--- config.mk ---
export PLATFORM = sky130hd
export DESIGN_NAME = octant_angle_from_vector_unit
export DESIGN_NICKNAME = d
export VERILOG_FILES = /design/src/rtl/oang_pkg.sv /design/src/rtl/octant_angle_from_vector_unit.sv
export SDC_FILE = /design/constraint.sdc
export NUM_CORES = 1
export LEC_CHECK = 0
export ABC_AREA = 1
export BUFFER_PORTS_ARGS = -buffer_cell sky130_fd_sc_hd__buf_2
export CAP_MARGIN = 10
export CORE_ASPECT_RATIO = 1.2
export CORE_MARGIN = 3
export CORE_UTILIZATION = 35
export DETAILED_ROUTE_END_ITERATION = 6
export PLACE_DENSITY = 0.48
export SYNTH_ARGS = -nofsm -noshare
export SYNTH_HDL_FRONTEND = slang
export SYNTH_SLANG_ARGS = --single-unit
--- constraint.sdc ---
create_clock -name i_clk -period 28.7 [get_ports i_clk]
set_clock_uncertainty 0.1 [all_clocks]
set_input_delay 5.74 -clock i_clk [delete_from_list [all_inputs] [get_ports i_clk]]
set_output_delay 5.74 -clock i_clk [all_outputs]
set_load 0.01 [all_outputs]
--- src/rtl/oang_pkg.sv ---
`timescale 1ns / 1ps
`default_nettype none
// ----------------------------------------------------------------------------
// oang_pkg
// Types, constants and helper functions for the octant angle unit.
// ----------------------------------------------------------------------------
package oang_pkg;

    localparam int unsigned CoordW     = 16;
    localparam int unsigned AngleW     = 10;
    localparam int unsigned ScaleShift = 7;   // ratio scale of 128 per octant
    localparam int unsigned OctW       = 3;
    localparam int unsigned DivStages  = 4;
    localparam int unsigned StepsPerStg = CoordW / DivStages;

    // Partial remainder and the dividend/quotient shift word.
    typedef struct packed {
        logic [CoordW-1:0] rem;
        logic [CoordW-1:0] work;
    } t_div;

    // Side information riding along with the divider.
    typedef struct packed {
        logic [OctW-1:0]   oct;
        logic              neg;
        logic              dz;
        logic              undef;
        logic [AngleW-1:0] nlow;
    } t_side;

    // One restoring step: shift in the next dividend bit, subtract if it fits.
    function automatic t_div div_step(input t_div d_in, input logic [CoordW-1:0] den);
        logic [CoordW:0] trial;
        logic            qbit;
        t_div            d_out;
        trial = {d_in.rem, d_in.work[CoordW-1]};
        qbit  = (trial >= {1'b0, den});
        if (qbit) begin
            trial = trial - {1'b0, den};
        end
        d_out.rem  = trial[CoordW-1:0];
        d_out.work = {d_in.work[CoordW-2:0], qbit};
        return d_out;
    endfunction

    // Base angle of each octant in eighths of a turn.
    function automatic logic [OctW-1:0] oct_base(input logic [OctW-1:0] oct);
        logic [OctW-1:0] b;
        case (oct)
            3'd0:    b = 3'd1;
            3'd1:    b = 3'd0;
            3'd2:    b = 3'd2;
            3'd3:    b = 3'd3;
            3'd4:    b = 3'd6;
            3'd5:    b = 3'd7;
            3'd6:    b = 3'd5;
            3'd7:    b = 3'd4;
            default: b = 3'd0;
        endcase
        return b;
    endfunction

endpackage
`default_nettype wire

--- src/rtl/octant_angle_from_vector_unit.sv ---
`timescale 1ns / 1ps
`default_nettype none
// ----------------------------------------------------------------------------
// octant_angle_from_vector_unit
// Approximate direction of a 16-bit vector, 1024 units per turn, from a
// linear ratio inside each octant; flags the zero vector as undefined.
// ----------------------------------------------------------------------------
// Throughput: one word per cycle unless the output stalls; nine register stages,
//   the 16-bit divider takes four of them at four quotient bits each.
// Each stage has its own valid bit and takes a new word whenever it is empty
//   or its contents move on, so bubbles collapse under output stalls.
// Reset (synchronous, active low) clears all valid bits; no other state.
// ----------------------------------------------------------------------------
module octant_angle_from_vector_unit
    import oang_pkg::*;
(
    input  wire logic        i_clk,
    input  wire logic        i_rst_n,
    input  wire logic        i_s_axis_tvalid,
    output logic             o_s_axis_tready,
    input  wire logic [31:0] i_s_axis_tdata,   // [15:0] vec_x, [31:16] vec_y
    output logic             o_m_axis_tvalid,
    input  wire logic        i_m_axis_tready,
    output logic [15:0]      o_m_axis_tdata,   // [9:0] angle, [15:10] zero
    output logic             o_m_axis_tuser    // [0] undefined
);

    localparam int unsigned NumStg = 5 + DivStages;
    localparam int unsigned OutStg = NumStg - 1;

    logic [NumStg-1:0] r_vld;
    logic [NumStg:0]   w_rdy;

    // stage 0: input capture
    logic [CoordW-1:0] r_x0, r_y0;
    // stage 1: folded coordinates
    logic [CoordW-1:0] r_ax1, r_ay1, n_ax1, n_ay1;
    logic              r_xo1, r_yo1, r_undef1, n_xo1, n_yo1, n_undef1;
    // stage 2: scaled numerator and divisor
    logic [CoordW-1:0] r_n2, r_den2, n_n2, n_den2;
    logic [OctW-1:0]   r_oct2, n_oct2;
    logic              r_undef2;
    // stage 3: magnitudes
    t_div              r_div3, n_div3;
    logic [CoordW-1:0] r_dmag3, n_dmag3;
    t_side             r_side3, n_side3;
    // divider stages
    t_div              r_div  [DivStages];
    t_div              n_div  [DivStages];
    logic [CoordW-1:0] r_dmag [DivStages];
    t_side             r_side [DivStages];
    // output stage
    logic [AngleW-1:0] r_angle, n_angle;
    logic              r_undef_o;

    // A stage loads when it is empty or its word moves on.
    always_comb begin
        w_rdy[NumStg] = i_m_axis_tready;
        for (int k = NumStg - 1; k >= 0; k--) begin
            w_rdy[k] = !r_vld[k] || w_rdy[k+1];
        end
    end

    always_ff @(posedge i_clk) begin
        if (!i_rst_n) begin
            r_vld <= '0;
        end else begin
            if (w_rdy[0]) begin
                r_vld[0] <= i_s_axis_tvalid;
            end
            for (int k = 1; k < NumStg; k++) begin
                if (w_rdy[k]) begin
                    r_vld[k] <= r_vld[k-1];
                end
            end
        end
    end

    // Stage 1: fold into the first quadrant, negation wraps at -32768.
    always_comb begin
        n_xo1    = r_x0[CoordW-1] || (r_x0 == '0);
        n_yo1    = r_y0[CoordW-1] || (r_y0 == '0);
        n_ax1    = n_xo1 ? (CoordW'(0) - r_x0) : r_x0;
        n_ay1    = n_yo1 ? (CoordW'(0) - r_y0) : r_y0;
        n_undef1 = (r_x0 == '0) && (r_y0 == '0);
    end

    // Stage 2: larger coordinate divides smaller one scaled by 128.
    always_comb begin
        logic swap;
        logic [CoordW-1:0] num;
        swap   = $signed(r_ax1) < $signed(r_ay1);
        num    = swap ? r_ax1 : r_ay1;
        n_den2 = swap ? r_ay1 : r_ax1;
        n_n2   = {num[CoordW-1-ScaleShift:0], {ScaleShift{1'b0}}};
        n_oct2 = {r_xo1, r_yo1, swap};
    end

    // Stage 3: signed operands to magnitudes and quotient sign.
    always_comb begin
        n_div3.rem    = '0;
        n_div3.work   = r_n2[CoordW-1] ? (CoordW'(0) - r_n2) : r_n2;
        n_dmag3       = r_den2[CoordW-1] ? (CoordW'(0) - r_den2) : r_den2;
        n_side3.oct   = r_oct2;
        n_side3.neg   = r_n2[CoordW-1] ^ r_den2[CoordW-1];
        n_side3.dz    = (r_den2 == '0);
        n_side3.undef = r_undef2;
        n_side3.nlow  = r_n2[AngleW-1:0];
    end

    // Divider stages, four restoring steps each.
    always_comb begin
        t_div              d;
        logic [CoordW-1:0] den;
        d   = r_div3;
        den = r_dmag3;
        for (int j = 0; j < StepsPerStg; j++) begin
            d = div_step(d, den);
        end
        n_div[0] = d;
        for (int k = 1; k < DivStages; k++) begin
            d   = r_div[k-1];
            den = r_dmag[k-1];
            for (int j = 0; j < StepsPerStg; j++) begin
                d = div_step(d, den);
            end
            n_div[k] = d;
        end
    end

    // Output stage: sign fix, reverse octants with an odd base, add octant base; undefined gives zero.
    always_comb begin
        t_side             s;
        logic [CoordW-1:0] q;
        logic [AngleW-1:0] ratio;
        logic [OctW-1:0]   base;
        s     = r_side[DivStages-1];
        q     = r_div[DivStages-1].work;
        ratio = s.neg ? (AngleW'(0) - q[AngleW-1:0]) : q[AngleW-1:0];
        if (s.dz) begin
            ratio = s.nlow;    // zero divisor passes the scaled value through
        end
        base = oct_base(s.oct);
        if (base[0]) begin
            ratio = AngleW'(1 << ScaleShift) - ratio;
        end
        n_angle = s.undef ? '0 : (ratio + {base, {ScaleShift{1'b0}}});
    end

    always_ff @(posedge i_clk) begin
        if (w_rdy[0]) begin
            r_x0 <= i_s_axis_tdata[CoordW-1:0];
            r_y0 <= i_s_axis_tdata[2*CoordW-1:CoordW];
        end
        if (w_rdy[1]) begin
            r_ax1    <= n_ax1;
            r_ay1    <= n_ay1;
            r_xo1    <= n_xo1;
            r_yo1    <= n_yo1;
            r_undef1 <= n_undef1;
        end
        if (w_rdy[2]) begin
            r_n2     <= n_n2;
            r_den2   <= n_den2;
            r_oct2   <= n_oct2;
            r_undef2 <= r_undef1;
        end
        if (w_rdy[3]) begin
            r_div3  <= n_div3;
            r_dmag3 <= n_dmag3;
            r_side3 <= n_side3;
        end
        if (w_rdy[4]) begin
            r_div[0]  <= n_div[0];
            r_dmag[0] <= r_dmag3;
            r_side[0] <= r_side3;
        end
        for (int k = 1; k < DivStages; k++) begin
            if (w_rdy[4+k]) begin
                r_div[k]  <= n_div[k];
                r_dmag[k] <= r_dmag[k-1];
                r_side[k] <= r_side[k-1];
            end
        end
        if (w_rdy[OutStg]) begin
            r_angle   <= n_angle;
            r_undef_o <= r_side[DivStages-1].undef;
        end
    end

    assign o_s_axis_tready = w_rdy[0];
    assign o_m_axis_tvalid = r_vld[OutStg];
    assign o_m_axis_tdata  = {{(16-AngleW){1'b0}}, r_angle};
    assign o_m_axis_tuser  = r_undef_o;

endmodule
`default_nettype wire
==> summary.txt <==
Timing
  – RSZ-0062 raised after global routing: no
  – Period Utilization, post-route: 54.23%
  – Pins over their slew limit: 0
  – Tmin final: ~16000 ps
  – Final setup viols: 0
  – Peak Freq: 0.06425 GHz
  – Fin. Hold Viols: 0
  – Setup TNS: 0 ps
  – Worst-margin pin slew: 1025 ps
  – Slew Limit Headroom: 31.66%

Yosys
  – Register area share after synthesis: 35.18%
  – Dominant synthesized flop cell: edfxtp_1
  – Mapped Area: approximately 26000 um^2
  – Cell taking the most area after synthesis: edfxtp_1
  – Main area contributors after synthesis: edfxtp_1 (34%), nand2_1 (13%), ha_1 (13%)
  – #FFs+latches synth: about 300
  – Post-synth EDFFs: 294
  – Post-synth ARST share: 0%
  – Synth cell types: 59
  – Cells after Synth: 3245
  – Yosys top cell area share: 34.48%
  – Synth Area per Inst: 7.890 um^2
  – Yosys warning total: 0

Final layout
  – Multi-input gate area: 14770 um^2
  – Synth-to-layout area growth: 9.094%
  – Layout cells sized above 1: 6.771%
  – Final nets: 3601
  – Seq. cell area: between 9000 and 10000 um^2
  – Fillers: 7477
  – N_diodes: 0

Floorplanning
  – DIE WIDTH: around 250 um
  – Rows: 108
  – Die area: 76450 um^2
  – Die Y: just over 300 um
  – Core ar.: 72430 um^2
  – Starting density of the core: 35.35%
  – Num ports: 55

Drt
  – WL per Instance: approximately 16 um
  – Post-route antenna net violation count: 0
  – 1st-pass router iterations: 5
  – Vias per cell: 4.992
  – DRC Markers: 0
  – WL final: 70.03 mm
  – Via Count: around 21000
  – Initial DRC Count: 1088

GRT
  – First-pass GRT wire length: about 110 mm
  – Pin count of the biggest net entering global routing: 50
  – GRT Util Overall: 18.34%
  – Overflow after GRT: 0
  – Initial antenna violation count: 0
  – Vias in the first global route: 21529

Status
  – Result of the run: completed

Critical path
  – Crit path DAT: ~9700 ps
  – Critical path fanouts, max: 49
  – Setup CP Type: input port to output pin
  – Worst setup SP type: input port
  – Critical Path RT: about 23000 ps
  – Crit end category: output pin

Worst hold path
  – Hold Crit Class: flip-flop to flip-flop

Clock network
  – Hold_buf cts: 0
  – Clock slew at reported path FFs: around 70 ps
  – Clk_lat worst skew: 550 ps
  – # clock sinks: 303
  – Maximum root-to-sink buffer count: 3
  – CTS tree: built
  – Postcts setup bufs: 0
  – Inserted Clock Buffers: 36
  – Post_cts resized: 0
  – H-tree levels: 2
  – Root Buffer Master: clkbuf_16

Placed design
  – DP HPWL: 57.58 mm
  – Buffers on Ports: 48
  – Routability cong.: roughly 0.9

Run
  – Max-cap violations: 0
[sequential cells by signal, indices dropped and copies added, names as in the netlist, 3 cells and up]
register  flops
r_ax1        16
n_div         5
r_ay1        16
r_div        71
r_dmag3      16
r_side3       8
r_x0         16
r_dmag       48
r_side       35
r_den2       16
r_angle      10
r_y0         16
r_oct2        3
r_div3        4
r_n2          9
r_vld         9
[synthesized netlist by cell type, types with 13 or more instances]
library cell,n
nand2_2,19
xnor2_1,118
inv_1,376
nand4_1,28
nor2_2,13
o21ai_1,32
ha_1,259
edfxtp_1,294
or2_2,16
xor2_1,108
buf_6,13
nand3_1,128
nor2_1,231
o21ai_0,189
nor3_1,48
a21o_1,14
a31oi_1,15
a21oi_1,266
nand2_1,866
buf_4,16
inv_2,14
[final cells by class]
type	instances	area share, %
clock inverter	19	0.7928
tap	935	4.188
inverter	396	5.330
timing repair buffer	56	1.075
sequential	303	32.25
multi-input combinational	2502	52.88
clock buffer	47	3.480
[cell families after synthesis]
group           count (synthesis)  synth area share (%)
simple gates                 1406                 23.57
buf+inv                       445                 7.198
fa+ha+maj                     270                 13.52
xor+xnor                      226                 7.731
flops                         303                 35.18
other cells                     1               0.01465
compound gates                594                 12.78
[path summary, 6_finish.rpt]
check,from,to,slack [ps],cells past startpoint
setup reg to reg,r_dmag[0][11]$_DFFE_PP_,r_div[1][26]$_DFFE_PP_,19030,45
hold / removal,r_div[2][3]$_DFFE_PP_,r_div[3][7]$_DFFE_PP_,300,0
hold reg to reg,r_div[2][3]$_DFFE_PP_,r_div[3][7]$_DFFE_PP_,300,0
setup / recovery,i_m_axis_tready,o_s_axis_tready,13140,21
[per-layer routing]
layer  part of all wire, %  track usage [%]  wire [um]  vias up
met3                   2.6            1.926       1816      159
met1                    41            20.54      28830     9747
met2                    50            34.13      35340      349
met5                     0                0          0        -
met4                   5.8            9.753       4046        0
li1                      -                -          -    11000
[layout by cell type, fill, tap and decap left out, types with 8 or more instances in the layout]
cell,count
fa_1,11
ha_1,259
nand2_2,19
nor3_1,48
clkbuf_16,36
dfxtp_1,9
a31oi_1,15
buf_4,8
nor2_2,13
clkbuf_1,8
o21ai_2,8
nand3_1,128
buf_2,48
o21ai_0,189
nand2_1,866
clkinv_1,9
a21oi_1,266
nor4_1,12
nand3_2,12
xor2_1,108
or2_2,16
xnor2_1,118
a21o_1,14
inv_2,15
inv_1,374
edfxtp_1,294
o211ai_1,8
o21ai_1,32
a21boi_0,12
o21bai_1,12
nand4_1,28
o21a_1,9
nor2_1,231
[worst max-delay path, cell delays in order]
cell	delay [ps]
buf_2	70
nor2_1	30
inv_1	330
nor2_1	70
inv_1	570
nor2_1	110
inv_2	740
nor2_1	70
inv_1	110
nor2_1	50
clkinv_1	50
nor2_1	40
inv_1	40
buf_4	380
nor2_1	70
inv_1	60
buf_4	340
nor2_1	130
nand2_1	80
buf_4	370
buf_2	220
[per-stage QoR]
step	hold WS (ps)	setup slack [ps]	area, um^2	cells	utilization, %
after detailed placement	304.5	13040	26740	4192	36.92
after global placement	301.3	13070	26740	4192	36.92
final	300.6	13140	27930	4258	38.57
after global routing	305.5	12520	27930	4258	38.57
after CTS	301.5	13010	27930	4258	38.57
after floorplan	300.3	10740	25620	3250	-
Power is not shown: default switching activity piles up to over one toggle a cycle in this logic, so the estimate is an artifact.
